## src/rtl/tcle_pkg.sv

```systemverilog
// ----------------------------------------------------------------------------
// tcle_pkg: shared types and constants of the text cell layout engine
// font table, op descriptor passed from front to back, result codes
// ----------------------------------------------------------------------------
package tcle_pkg;

   // defaults for the top level parameters
   localparam int COORD_BITS_DEF      = 11;
   localparam int OP_QUEUE_DEPTH_DEF  = 4;
   localparam int RSP_QUEUE_DEPTH_DEF = 4;

   localparam int GLYPH_BITS = 35;
   localparam int DIM_BITS   = 11;

   // result action codes
   localparam logic [1:0] ACT_CLEAR   = 2'd0;
   localparam logic [1:0] ACT_DRAW    = 2'd1;
   localparam logic [1:0] ACT_REFRESH = 2'd2;

   // register indexes
   localparam logic [1:0] CSR_SCREEN_WIDTH  = 2'd0;
   localparam logic [1:0] CSR_SCREEN_HEIGHT = 2'd1;
   localparam logic [1:0] CSR_PIXEL_SCALE   = 2'd2;

   localparam logic [DIM_BITS-1:0] SCREEN_WIDTH_RST  = 11'd320;
   localparam logic [DIM_BITS-1:0] SCREEN_HEIGHT_RST = 11'd240;
   localparam logic [1:0]          PIXEL_SCALE_RST   = 2'd1;

   // byte codes
   localparam logic [7:0] CHR_LF      = 8'h0A;
   localparam logic [7:0] CHR_CR      = 8'h0D;
   localparam logic [7:0] CHR_SPACE   = 8'h20;
   localparam logic [7:0] CHR_DEL     = 8'h7F;
   localparam logic [7:0] CHR_QMARK   = 8'h3F;
   localparam logic [7:0] CHR_LOW_A   = 8'h61;
   localparam logic [7:0] CHR_LOW_Z   = 8'h7A;
   localparam logic [7:0] CASE_OFFSET = 8'h20;
   localparam logic [7:0] UTF8_TOP    = 8'hC0;
   localparam logic [7:0] UTF8_CONT   = 8'h80;

   typedef enum logic [1:0] {
      OP_CLEAR,
      OP_NEWLINE,
      OP_DRAW,
      OP_REFRESH
   } op_kind_type;

   typedef struct packed {
      op_kind_type           kind;
      logic [GLYPH_BITS-1:0] glyph;
      logic                  last;
   } op_type;

   typedef enum logic [1:0] {
      BK_FIRST,
      BK_CHECK,
      BK_DRAW,
      BK_REFRESH
   } bk_state_type;

   function automatic logic [GLYPH_BITS-1:0] pack_cols(input logic [6:0] c0,
                                                       input logic [6:0] c1,
                                                       input logic [6:0] c2,
                                                       input logic [6:0] c3,
                                                       input logic [6:0] c4);
      return {c4, c3, c2, c1, c0};
   endfunction

   // 5x7 character generator, lower case folded to upper case
   function automatic logic [GLYPH_BITS-1:0] glyph_for(input logic [7:0] ch);
      logic [7:0]            up;
      logic [GLYPH_BITS-1:0] g;
      up = ch;
      if (ch >= CHR_LOW_A && ch <= CHR_LOW_Z) begin
         up = ch - CASE_OFFSET;
      end
      case (up)
         8'h20: g = '0;
         8'h30: g = pack_cols(7'h3E, 7'h51, 7'h49, 7'h45, 7'h3E);
         8'h31: g = pack_cols(7'h00, 7'h42, 7'h7F, 7'h40, 7'h00);
         8'h32: g = pack_cols(7'h42, 7'h61, 7'h51, 7'h49, 7'h46);
         8'h33: g = pack_cols(7'h21, 7'h41, 7'h45, 7'h4B, 7'h31);
         8'h34: g = pack_cols(7'h18, 7'h14, 7'h12, 7'h7F, 7'h10);
         8'h35: g = pack_cols(7'h27, 7'h45, 7'h45, 7'h45, 7'h39);
         8'h36: g = pack_cols(7'h3C, 7'h4A, 7'h49, 7'h49, 7'h30);
         8'h37: g = pack_cols(7'h01, 7'h71, 7'h09, 7'h05, 7'h03);
         8'h38: g = pack_cols(7'h36, 7'h49, 7'h49, 7'h49, 7'h36);
         8'h39: g = pack_cols(7'h06, 7'h49, 7'h49, 7'h29, 7'h1E);
         8'h41: g = pack_cols(7'h7E, 7'h11, 7'h11, 7'h11, 7'h7E);
         8'h42: g = pack_cols(7'h7F, 7'h49, 7'h49, 7'h49, 7'h36);
         8'h43: g = pack_cols(7'h3E, 7'h41, 7'h41, 7'h41, 7'h22);
         8'h44: g = pack_cols(7'h7F, 7'h41, 7'h41, 7'h22, 7'h1C);
         8'h45: g = pack_cols(7'h7F, 7'h49, 7'h49, 7'h49, 7'h41);
         8'h46: g = pack_cols(7'h7F, 7'h09, 7'h09, 7'h09, 7'h01);
         8'h47: g = pack_cols(7'h3E, 7'h41, 7'h49, 7'h49, 7'h7A);
         8'h48: g = pack_cols(7'h7F, 7'h08, 7'h08, 7'h08, 7'h7F);
         8'h49: g = pack_cols(7'h00, 7'h41, 7'h7F, 7'h41, 7'h00);
         8'h4A: g = pack_cols(7'h20, 7'h40, 7'h41, 7'h3F, 7'h01);
         8'h4B: g = pack_cols(7'h7F, 7'h08, 7'h14, 7'h22, 7'h41);
         8'h4C: g = pack_cols(7'h7F, 7'h40, 7'h40, 7'h40, 7'h40);
         8'h4D: g = pack_cols(7'h7F, 7'h02, 7'h0C, 7'h02, 7'h7F);
         8'h4E: g = pack_cols(7'h7F, 7'h04, 7'h08, 7'h10, 7'h7F);
         8'h4F: g = pack_cols(7'h3E, 7'h41, 7'h41, 7'h41, 7'h3E);
         8'h50: g = pack_cols(7'h7F, 7'h09, 7'h09, 7'h09, 7'h06);
         8'h51: g = pack_cols(7'h3E, 7'h41, 7'h51, 7'h21, 7'h5E);
         8'h52: g = pack_cols(7'h7F, 7'h09, 7'h19, 7'h29, 7'h46);
         8'h53: g = pack_cols(7'h46, 7'h49, 7'h49, 7'h49, 7'h31);
         8'h54: g = pack_cols(7'h01, 7'h01, 7'h7F, 7'h01, 7'h01);
         8'h55: g = pack_cols(7'h3F, 7'h40, 7'h40, 7'h40, 7'h3F);
         8'h56: g = pack_cols(7'h1F, 7'h20, 7'h40, 7'h20, 7'h1F);
         8'h57: g = pack_cols(7'h3F, 7'h40, 7'h38, 7'h40, 7'h3F);
         8'h58: g = pack_cols(7'h63, 7'h14, 7'h08, 7'h14, 7'h63);
         8'h59: g = pack_cols(7'h07, 7'h08, 7'h70, 7'h08, 7'h07);
         8'h5A: g = pack_cols(7'h61, 7'h51, 7'h49, 7'h45, 7'h43);
         8'h21: g = pack_cols(7'h00, 7'h00, 7'h5F, 7'h00, 7'h00);
         8'h22: g = pack_cols(7'h00, 7'h07, 7'h00, 7'h07, 7'h00);
         8'h27: g = pack_cols(7'h00, 7'h05, 7'h03, 7'h00, 7'h00);
         8'h2C: g = pack_cols(7'h00, 7'h50, 7'h30, 7'h00, 7'h00);
         8'h2D: g = pack_cols(7'h08, 7'h08, 7'h08, 7'h08, 7'h08);
         8'h2E: g = pack_cols(7'h00, 7'h60, 7'h60, 7'h00, 7'h00);
         8'h3A: g = pack_cols(7'h00, 7'h36, 7'h36, 7'h00, 7'h00);
         8'h3B: g = pack_cols(7'h00, 7'h56, 7'h36, 7'h00, 7'h00);
         8'h2F: g = pack_cols(7'h20, 7'h10, 7'h08, 7'h04, 7'h02);
         8'h28: g = pack_cols(7'h00, 7'h1C, 7'h22, 7'h41, 7'h00);
         8'h29: g = pack_cols(7'h00, 7'h41, 7'h22, 7'h1C, 7'h00);
         default: g = pack_cols(7'h02, 7'h01, 7'h51, 7'h09, 7'h06);
      endcase
      return g;
   endfunction

endpackage

```

## src/rtl/tcle_fifo.sv

```systemverilog
// ----------------------------------------------------------------------------
// tcle_fifo: small register queue
// first-word-fall-through queue with full and empty flags
// ----------------------------------------------------------------------------
module tcle_fifo #(
   parameter int WIDTH = 8,
   parameter int DEPTH = 4
) (
   input  logic             clock,
   input  logic             reset,
   input  logic             push,
   input  logic [WIDTH-1:0] wdata,
   output logic             full,
   input  logic             pop,
   output logic [WIDTH-1:0] rdata,
   output logic             empty
);
   localparam int PtrW = (DEPTH > 1) ? $clog2(DEPTH) : 1;
   localparam int CntW = $clog2(DEPTH + 1);

   logic [WIDTH-1:0] mem_ff [DEPTH];
   logic [PtrW-1:0]  wr_ptr_ff, wr_ptr_in;
   logic [PtrW-1:0]  rd_ptr_ff, rd_ptr_in;
   logic [CntW-1:0]  count_ff, count_in;
   logic             do_push, do_pop;

   assign full  = (count_ff == CntW'(DEPTH));
   assign empty = (count_ff == '0);
   assign rdata = mem_ff[rd_ptr_ff];

   always_comb begin
      do_push   = push && !full;
      do_pop    = pop && !empty;
      wr_ptr_in = wr_ptr_ff;
      rd_ptr_in = rd_ptr_ff;
      count_in  = count_ff;
      if (do_push) begin
         wr_ptr_in = (wr_ptr_ff == PtrW'(DEPTH - 1)) ? '0 : wr_ptr_ff + 1'b1;
      end
      if (do_pop) begin
         rd_ptr_in = (rd_ptr_ff == PtrW'(DEPTH - 1)) ? '0 : rd_ptr_ff + 1'b1;
      end
      if (do_push && !do_pop) begin
         count_in = count_ff + 1'b1;
      end else if (do_pop && !do_push) begin
         count_in = count_ff - 1'b1;
      end
   end

   always_ff @(posedge clock) begin
      if (reset) begin
         wr_ptr_ff <= '0;
         rd_ptr_ff <= '0;
         count_ff  <= '0;
      end else begin
         wr_ptr_ff <= wr_ptr_in;
         rd_ptr_ff <= rd_ptr_in;
         count_ff  <= count_in;
      end
   end

   always_ff @(posedge clock) begin
      if (do_push) begin
         mem_ff[wr_ptr_ff] <= wdata;
      end
   end

endmodule

```

## src/rtl/tcle_front.sv

```systemverilog
// ----------------------------------------------------------------------------
// tcle_front: input classifier
// sorts each incoming byte or command into an op and looks up its glyph
// ----------------------------------------------------------------------------
module tcle_front (
   input  logic            req_push,
   input  logic            req_command,
   input  logic [7:0]      req_text_byte,
   input  logic            req_last_of_text,
   input  logic            op_full,
   output logic            op_push,
   output tcle_pkg::op_type op
);
   import tcle_pkg::*;

   logic       keep;
   logic [7:0] draw_char;

   always_comb begin
      keep      = 1'b1;
      draw_char = req_text_byte;
      op.kind   = OP_DRAW;
      op.last   = req_last_of_text;
      if (req_command) begin
         op.kind = OP_CLEAR;
      end else if (req_text_byte == CHR_LF) begin
         op.kind = OP_NEWLINE;
      end else if (req_text_byte == CHR_CR ||
                   (req_text_byte & UTF8_TOP) == UTF8_CONT) begin
         // ignored byte: only a refresh survives
         op.kind = OP_REFRESH;
         keep    = req_last_of_text;
      end else if (req_text_byte < CHR_SPACE || req_text_byte >= CHR_DEL) begin
         draw_char = CHR_QMARK;
      end
      op.glyph = glyph_for(draw_char);
      op_push  = req_push && !op_full && keep;
   end

endmodule

```

## src/rtl/tcle_back.sv

```systemverilog
// ----------------------------------------------------------------------------
// tcle_back: layout sequencer
// keeps the cursor and turns each op into clear, draw and refresh results
// ----------------------------------------------------------------------------
module tcle_back #(
   parameter int COORD_BITS = tcle_pkg::COORD_BITS_DEF
) (
   input  logic                            clock,
   input  logic                            reset,
   input  logic [tcle_pkg::DIM_BITS-1:0]   screen_width,
   input  logic [tcle_pkg::DIM_BITS-1:0]   screen_height,
   input  logic [1:0]                      pixel_scale,
   input  logic                            op_valid,
   input  tcle_pkg::op_type                op,
   output logic                            op_pop,
   input  logic                            res_full,
   output logic                            res_push,
   output logic [1:0]                      res_action,
   output logic [COORD_BITS-1:0]           res_cell_x,
   output logic [COORD_BITS-1:0]           res_cell_y,
   output logic [tcle_pkg::GLYPH_BITS-1:0] res_glyph_bits,
   output logic                            res_last
);
   import tcle_pkg::*;

   localparam int CurW = COORD_BITS + 1;
   localparam int SumW = (COORD_BITS + 2 > DIM_BITS + 1) ? COORD_BITS + 2 : DIM_BITS + 1;

   bk_state_type   state_ff, state_in;
   logic [CurW-1:0] col_ff, col_in;
   logic [CurW-1:0] row_ff, row_in;

   logic [1:0]      s;
   logic [2:0]      s2;
   logic [4:0]      s6, s7, s9;
   logic [CurW-1:0] row_nl;
   logic            wrap_need, clear_need, go;

   always_comb begin
      s          = (pixel_scale == 2'd0) ? 2'd1 : pixel_scale;
      s2         = {s, 1'b0};
      s6         = 5'(s) * 5'd6;
      s7         = 5'(s) * 5'd7;
      s9         = 5'(s) * 5'd9;
      row_nl     = row_ff + CurW'(s9);
      wrap_need  = (SumW'(col_ff) + SumW'(s6)) > SumW'(screen_width);
      clear_need = (SumW'(row_ff) + SumW'(s7)) > SumW'(screen_height);
      go         = op_valid && !res_full;
   end

   // next state
   always_comb begin
      state_in = state_ff;
      case (state_ff)
         BK_FIRST: begin
            if (go) begin
               case (op.kind)
                  OP_CLEAR:   state_in = op.last ? BK_REFRESH : BK_FIRST;
                  OP_NEWLINE: state_in = BK_CHECK;
                  OP_DRAW: begin
                     if (wrap_need) begin
                        state_in = BK_CHECK;
                     end else begin
                        state_in = op.last ? BK_REFRESH : BK_FIRST;
                     end
                  end
                  default:    state_in = BK_FIRST;
               endcase
            end
         end
         BK_CHECK: begin
            if (go) begin
               if (op.kind == OP_DRAW) begin
                  state_in = BK_DRAW;
               end else begin
                  state_in = op.last ? BK_REFRESH : BK_FIRST;
               end
            end
         end
         BK_DRAW: begin
            if (go) begin
               state_in = op.last ? BK_REFRESH : BK_FIRST;
            end
         end
         BK_REFRESH: begin
            if (go) begin
               state_in = BK_FIRST;
            end
         end
         default: state_in = BK_FIRST;
      endcase
   end

   // outputs and cursor update
   always_comb begin
      res_push       = 1'b0;
      res_action     = ACT_CLEAR;
      res_glyph_bits = '0;
      res_last       = 1'b0;
      op_pop         = 1'b0;
      col_in         = col_ff;
      row_in         = row_ff;
      case (state_ff)
         BK_FIRST: begin
            if (go) begin
               case (op.kind)
                  OP_CLEAR: begin
                     res_push = 1'b1;
                     res_last = !op.last;
                     op_pop   = !op.last;
                     col_in   = CurW'(s2);
                     row_in   = CurW'(s2);
                  end
                  OP_NEWLINE: begin
                     col_in = CurW'(s2);
                     row_in = row_nl;
                  end
                  OP_DRAW: begin
                     if (wrap_need) begin
                        col_in = CurW'(s2);
                        row_in = row_nl;
                     end else begin
                        res_push       = 1'b1;
                        res_action     = ACT_DRAW;
                        res_glyph_bits = op.glyph;
                        res_last       = !op.last;
                        op_pop         = !op.last;
                        col_in         = col_ff + CurW'(s6);
                     end
                  end
                  default: begin
                     res_push   = 1'b1;
                     res_action = ACT_REFRESH;
                     res_last   = 1'b1;
                     op_pop     = 1'b1;
                  end
               endcase
            end
         end
         BK_CHECK: begin
            if (go) begin
               op_pop = (op.kind != OP_DRAW) && !op.last;
               if (clear_need) begin
                  res_push = 1'b1;
                  res_last = (op.kind != OP_DRAW) && !op.last;
                  col_in   = CurW'(s2);
                  row_in   = CurW'(s2);
               end
            end
         end
         BK_DRAW: begin
            if (go) begin
               res_push       = 1'b1;
               res_action     = ACT_DRAW;
               res_glyph_bits = op.glyph;
               res_last       = !op.last;
               op_pop         = !op.last;
               col_in         = col_ff + CurW'(s6);
            end
         end
         BK_REFRESH: begin
            if (go) begin
               res_push   = 1'b1;
               res_action = ACT_REFRESH;
               res_last   = 1'b1;
               op_pop     = 1'b1;
            end
         end
         default: ;
      endcase
      res_cell_x = (res_action == ACT_DRAW) ? col_ff[COORD_BITS-1:0] : '0;
      res_cell_y = (res_action == ACT_DRAW) ? row_ff[COORD_BITS-1:0] : '0;
   end

   always_ff @(posedge clock) begin
      if (reset) begin
         state_ff <= BK_FIRST;
         col_ff   <= CurW'(2);
         row_ff   <= CurW'(2);
      end else begin
         state_ff <= state_in;
         col_ff   <= col_in;
         row_ff   <= row_in;
      end
   end

endmodule

```

## src/rtl/text_cell_layout_engine.sv

```systemverilog
// ----------------------------------------------------------------------------
// text_cell_layout_engine: text to glyph cell command stream
// cursor keeping layout of text bytes into 5x7 glyph draw commands
// ----------------------------------------------------------------------------
// usage
//   input queue: drive req_command, req_text_byte, req_last_of_text and
//   raise req_push; a transfer happens on each edge with req_full low.
//   result queue: while rsp_empty is low the oldest result sits on the
//   rsp_ ports; raising rsp_pop takes it. rsp_last marks the final result
//   of one input, and a byte that causes nothing gives no result at all.
//   csr port: csr_wr_en writes csr_wdata to register csr_index (0 width,
//   1 height, 2 pixel scale) at the edge; write only while idle.
// timing
//   a result passes the op queue register and then the result queue
//   register before it shows on the rsp_ ports. the layout sequencer
//   handles each draw, clear command or refresh in its own step, and
//   each line wrap or line feed in the line step, then the bottom check
//   that carries any clear; a wrapped draw then draws in a step of its
//   own, and a refresh follows where the input asks for one.
//   a front classifier feeds the sequencer through a short op queue, so
//   inputs keep flowing until that queue fills.
// reset and stall
//   reset empties both queues, restores 320x240 at scale 1 and homes the
//   cursor to (2,2). a stalled receiver fills the result queue, then the
//   sequencer holds, then the op queue fills and req_full rises.
module text_cell_layout_engine #(
   parameter int COORD_BITS      = tcle_pkg::COORD_BITS_DEF,
   parameter int OP_QUEUE_DEPTH  = tcle_pkg::OP_QUEUE_DEPTH_DEF,
   parameter int RSP_QUEUE_DEPTH = tcle_pkg::RSP_QUEUE_DEPTH_DEF
) (
   input  logic                            clock,
   input  logic                            reset,
   // input queue side
   input  logic                            req_push,
   output logic                            req_full,
   input  logic                            req_command,
   input  logic [7:0]                      req_text_byte,
   input  logic                            req_last_of_text,
   // result queue side
   output logic                            rsp_empty,
   input  logic                            rsp_pop,
   output logic [1:0]                      rsp_action,
   output logic [COORD_BITS-1:0]           rsp_cell_x,
   output logic [COORD_BITS-1:0]           rsp_cell_y,
   output logic [tcle_pkg::GLYPH_BITS-1:0] rsp_glyph_bits,
   output logic                            rsp_last,
   // register write port
   input  logic                            csr_wr_en,
   input  logic [1:0]                      csr_index,
   input  logic [tcle_pkg::DIM_BITS-1:0]   csr_wdata
);
   import tcle_pkg::*;

   // written sizes keep only the coordinate bits
   localparam logic [DIM_BITS-1:0] DimMask =
      (COORD_BITS >= DIM_BITS) ? {DIM_BITS{1'b1}} : DIM_BITS'((1 << COORD_BITS) - 1);
   localparam int OpW  = $bits(op_type);
   localparam int RspW = 2 + 2 * COORD_BITS + GLYPH_BITS + 1;

   // configuration registers
   logic [DIM_BITS-1:0] width_ff, width_in;
   logic [DIM_BITS-1:0] height_ff, height_in;
   logic [1:0]          scale_ff, scale_in;

   always_comb begin
      width_in  = width_ff;
      height_in = height_ff;
      scale_in  = scale_ff;
      if (csr_wr_en) begin
         case (csr_index)
            CSR_SCREEN_WIDTH:  width_in  = csr_wdata & DimMask;
            CSR_SCREEN_HEIGHT: height_in = csr_wdata & DimMask;
            CSR_PIXEL_SCALE:   scale_in  = csr_wdata[1:0];
            default: ;
         endcase
      end
   end

   always_ff @(posedge clock) begin
      if (reset) begin
         width_ff  <= SCREEN_WIDTH_RST;
         height_ff <= SCREEN_HEIGHT_RST;
         scale_ff  <= PIXEL_SCALE_RST;
      end else begin
         width_ff  <= width_in;
         height_ff <= height_in;
         scale_ff  <= scale_in;
      end
   end

   // front: classify and look up the glyph
   logic   op_push, op_full, op_empty, op_pop;
   op_type op_front;
   logic [OpW-1:0] op_head;

   tcle_front u_front (
      .req_push         (req_push),
      .req_command      (req_command),
      .req_text_byte    (req_text_byte),
      .req_last_of_text (req_last_of_text),
      .op_full          (op_full),
      .op_push          (op_push),
      .op               (op_front)
   );

   // full reflects the op queue; ignored bytes still count as a transfer
   assign req_full = op_full;

   tcle_fifo #(
      .WIDTH (OpW),
      .DEPTH (OP_QUEUE_DEPTH)
   ) u_op_queue (
      .clock (clock),
      .reset (reset),
      .push  (op_push),
      .wdata (op_front),
      .full  (op_full),
      .pop   (op_pop),
      .rdata (op_head),
      .empty (op_empty)
   );

   // back: cursor and result sequencing
   logic                  res_push, res_full, res_last;
   logic [1:0]            res_action;
   logic [COORD_BITS-1:0] res_cell_x, res_cell_y;
   logic [GLYPH_BITS-1:0] res_glyph_bits;
   logic [RspW-1:0]       rsp_word;

   tcle_back #(
      .COORD_BITS (COORD_BITS)
   ) u_back (
      .clock          (clock),
      .reset          (reset),
      .screen_width   (width_ff),
      .screen_height  (height_ff),
      .pixel_scale    (scale_ff),
      .op_valid       (!op_empty),
      .op             (op_type'(op_head)),
      .op_pop         (op_pop),
      .res_full       (res_full),
      .res_push       (res_push),
      .res_action     (res_action),
      .res_cell_x     (res_cell_x),
      .res_cell_y     (res_cell_y),
      .res_glyph_bits (res_glyph_bits),
      .res_last       (res_last)
   );

   // result queue decouples the sequencer from the receiver
   tcle_fifo #(
      .WIDTH (RspW),
      .DEPTH (RSP_QUEUE_DEPTH)
   ) u_rsp_queue (
      .clock (clock),
      .reset (reset),
      .push  (res_push),
      .wdata ({res_action, res_cell_x, res_cell_y, res_glyph_bits, res_last}),
      .full  (res_full),
      .pop   (rsp_pop),
      .rdata (rsp_word),
      .empty (rsp_empty)
   );

   assign rsp_last       = rsp_word[0];
   assign rsp_glyph_bits = rsp_word[GLYPH_BITS:1];
   assign rsp_cell_y     = rsp_word[GLYPH_BITS + COORD_BITS:GLYPH_BITS + 1];
   assign rsp_cell_x     = rsp_word[GLYPH_BITS + 2 * COORD_BITS:GLYPH_BITS + COORD_BITS + 1];
   assign rsp_action     = rsp_word[RspW-1:RspW-2];

endmodule

```

## config.mk

```make
export PLATFORM = sky130hd
export DESIGN_NAME = text_cell_layout_engine
export DESIGN_NICKNAME = d
export VERILOG_FILES = /design/src/rtl/tcle_pkg.sv /design/src/rtl/tcle_fifo.sv /design/src/rtl/tcle_front.sv /design/src/rtl/tcle_back.sv /design/src/rtl/text_cell_layout_engine.sv
export SDC_FILE = /design/constraint.sdc
export NUM_CORES = 1
export LEC_CHECK = 0
export BUFFER_PORTS_ARGS = -buffer_cell sky130_fd_sc_hd__buf_4
export CAP_MARGIN = 10
export CELL_PAD_IN_SITES_DETAIL_PLACEMENT = 1
export CELL_PAD_IN_SITES_GLOBAL_PLACEMENT = 1
export CORE_AREA = 2 2 202 204
export CTS_BUF_LIST = sky130_fd_sc_hd__clkbuf_16
export DETAILED_ROUTE_END_ITERATION = 10
export DIE_AREA = 0 0 204 206
export PLACE_DENSITY_LB_ADDON = 0.1
export SYNTH_ARGS = -nofsm -noshare
export SYNTH_HDL_FRONTEND = slang
export SYNTH_MEMORY_MAX_BITS = 65536
export SYNTH_SLANG_ARGS = --single-unit
```

## constraint.sdc

```tcl
create_clock -name clock -period 10.1 [get_ports clock]
set_input_delay 1.515 -clock clock [delete_from_list [all_inputs] [get_ports clock]]
set_output_delay 1.515 -clock clock [all_outputs]
set_load 0.02 [all_outputs]
```

==> impl_metrics.ini <==
[sta]
rsz0062_at_grt = no
tightest_slew_ns = 1.09
fin_tns_setup_ns = 0
fin_crit_sh_pct = 58.6
period_needed_ns = 5.91
layout_setup_ws_ns = 4.19
max_freq_ghz = 0.169
finalHoldViolCount = 0
setup_viol = 0
final_max_slew_viol_count = 0
max-slew-margin-rel_pct = 27.4
fin_worst_skew_ns = 0.0211

[final_layout]
syn2layout_area_growth_pct = 12.0
multi_input_area_um2 = 8220
nFillCells = 3893
final_cells = 2274
layout.area.seq_um2 = 13100
nNetsFinal = 1814
antenna_cells = 0
drive_above_1_share_pct = 18.3
design_area_um2 = 24600

[die]
core-area_um2 = 40200
placementRows = 74
io_pins = 90
die_h_um = 206
dieArea_um2 = 42000
die_w_um = 204
start_util_pct = 54.7

[yosys]
synth.yosys.seq_area_share_pct = 59.7
synth_top_cell_by_area = edfxtp_1
synth_seq_cells = 459
avgSynthCellArea_um2 = 13.3
synthCells = 1654
yosys_warnings = 0
synth.cell_area_um2 = 22000
synthArstFlopShare_pct = 0
synth_area_leaders = edfxtp_1 (54%), mux4_2 (10%), dfxtp_1 (6.1%)
synthFlopType = edfxtp_1
yosysUniqueCellTypes = 91
synth_top_area_share_pct = 53.6
synth_edf_count = 392

[placed_design]
placed_cell_area_um2 = 23100
pre_cts_ws_ns = 3.80
hpwl_mm = 38.9
routabilityCongestion = 0.917
port_buffers = 89
dp.cells = 2189

[clock_tree]
cts.sinks = 459
cts_root_buffer = clkbuf_16
cts_made_buffers = 46
cts_tree = yes
max-clock-path-buffers = 3
clkLatencyLatePin_ns = 0.60
cts_setup_buffers = 0
cts_hold_buf = 0
htree_levels = 2
clk_pin_slew_ns = 0.06
cts_resized = 0

[route]
first_pass_iters = 5
viasPerCell = 6.35
num_vias = 14400
drt-initial-drc-count = 1260
drcViolationCount = 0
post_drt_wl_per_cell_um = 26.7
ant_nets = 0
postRouteWirelength_mm = 60.6

[power_and_ir_drop]
power_switching_w = 0.00223
design_power_total_w = 0.00658
power_density_nw_per_um2 = 267
clkPwrFrac_pct = 26.7
p_leak_nw = 8.49
p_sw_share_pct = 33.8
ir_worst_vdd_mv = 0.163
p_int_w = 0.00435
power.share.combinational_pct = 33.3
p_seq_share_pct = 40.0

[setup_path]
path_max_fanout = 9
r2r_setup_slack_ns = 4.19
reg2reg_depth = 23
path_cells = nand2_1 -> ha_1 -> ha_1 -> inv_1 -> fa_1 -> nor2b_1 -> o21ai_0 -> and2_1 -> nor2_1 -> xor2_1 -> ha_1 -> nand4_1 -> a21oi_1 -> o21ai_0 -> a21oi_1 -> o31ai_1 -> a21oi_1 -> ha_1 -> inv_1 -> fa_1 -> xor2_1 -> or3_1 -> a21oi_1
critPathSlowestCell = a21oi_1
startpoint_type = flop
worstSetupEndpointType = flop
worstPathRequired_ns = 10.63
arrival_ns = 6.44
slowest_delay_ns = 0.72
worstSetupPathType = reg2reg

[grt]
grt_usage_pct = 29.5
grt_pass1_wl_mm = 92.4
antenna_found_initial = 0
grt_max_degree = 61
grt_pass1_vias = 14700
overflow = 0

[hold_path]
holdCritPathClass = reg2reg
min_path_cells = 2

[run_status]
status = completed

[run]
cap_viol_max_count = 0
==> flip-flops by register name, indices dropped and copies added (netlist names), 3 cells and up, named ones only <==
register              cells
u_back.col_ff            11
u_rsp_queue.mem_ff      240
u_op_queue.count_ff       3
width_ff                 11
u_back.row_ff            12
u_rsp_queue.count_ff      3
height_ff                11
u_op_queue.mem_ff       152
==> cells in the mapped netlist, drive strengths merged (12+ instances only) <==
library cell	instances
and2	13
a22o	14
dfxtp	67
buf	37
nand2	143
o211ai	13
o31ai	13
nand4	12
mux2i	14
o21ai	73
nand3	39
nand2b	15
a31oi	14
xnor2	13
ha	76
nor2b	38
inv	64
or3	12
clkbuf	71
a21oi	103
nor2	101
nor3	31
edfxtp	392
mux4	98
==> worst max-delay path: cells and delay by family (launching register included) <==
kind / cells / cell delay (ns)
AND/OR/NAND/NOR: 6 / 1.17
flip-flops: 1 / 0.56
buffers and inverters: 2 / 0.13
XOR/XNOR: 2 / 0.45
AO/OA/AOI/OAI: 7 / 1.70
adder cells (fa/ha/maj): 6 / 1.84
==> routing by layer <==
metal / GRT usage, % / vias up / wire length, um
li1: - / 6451 / -
met1: 43.9 / 7388 / 27600
met2: 45.3 / 502 / 28000
met3: 4.53 / 91 / 3730
met4: 8.41 / 0 / 1310
met5: 0 / - / 0
==> kinds of logic after synthesis <==
group	Yosys count	synth area share, %
flip-flops	459	59.7
AND/OR/NAND/NOR	455	10.1
AO/OA/AOI/OAI	348	10.5
buffers and inverters	173	3.14
multiplexers	115	10.8
adder cells (fa/ha/maj)	81	4.78
XOR/XNOR	22	0.877
other	1	0.0171
==> final cells by class <==
type                       count  area share, %
clock inverter                39           1.64
sequential                   459           53.3
multi-input combinational   1025           33.4
timing repair buffer         108           3.29
clock buffer                  46           4.68
inverter                      65          0.991
tap                          532           2.70
==> worst paths after layout <==
kind,from,end
hold / removal,width_ff[0]$_SDFFE_PP0P_,width_ff[0]$_SDFFE_PP0P_
setup reg to reg,scale_ff[1]$_SDFFE_PP0P_,u_rsp_queue.count_ff[2]$_SDFFE_PP0P_
setup / recovery,scale_ff[1]$_SDFFE_PP0P_,u_rsp_queue.count_ff[2]$_SDFFE_PP0P_
hold reg to reg,width_ff[0]$_SDFFE_PP0P_,width_ff[0]$_SDFFE_PP0P_
==> per-stage QoR <==
step | hold WS [ns] | utilization, %
3_3_place_gp | 0.441 | 57.4
2_1_floorplan | 0.431 | -
6_report | 0.451 | 61.2
3_5_place_dp | 0.447 | 57.4
4_1_cts | 0.455 | 61.2
5_1_grt | 0.487 | 61.2
==> power groups by stage <==
stage,registers (W),logic [W],clock network (W)
3_5_place_dp,0.00266,0.00218,0
6_report,0.00263,0.00219,0.00175
3_3_place_gp,0.00262,0.00213,0
5_1_grt,0.00266,0.00238,0.00184
4_1_cts,0.00264,0.00221,0.00178
2_1_floorplan,0.00258,0.00145,0
==> cell usage in the layout, fill, tap and decap left out, drive strengths merged, types with 11 or more instances in the layout <==
master / Yosys / routed
o211ai: 13 / 13
xnor2: 13 / 13
a31oi: 14 / 14
buf: 37 / 108
and2: 13 / 13
nor2: 101 / 101
a21o: 11 / 11
nand2b: 15 / 15
edfxtp: 392 / 392
mux4: 98 / 98
dfxtp: 67 / 67
nand4: 12 / 12
a22o: 14 / 14
nor2b: 38 / 38
o21ai: 73 / 73
o31ai: 13 / 13
clkinv: 1 / 23
nor3: 31 / 31
nand2: 143 / 143
mux2i: 14 / 14
a21oi: 103 / 103
or3: 12 / 12
ha: 76 / 76
clkbuf: 71 / 46
inv: 64 / 74
nand3: 39 / 39
No activity file was read; power rests on OpenSTA's default activity.
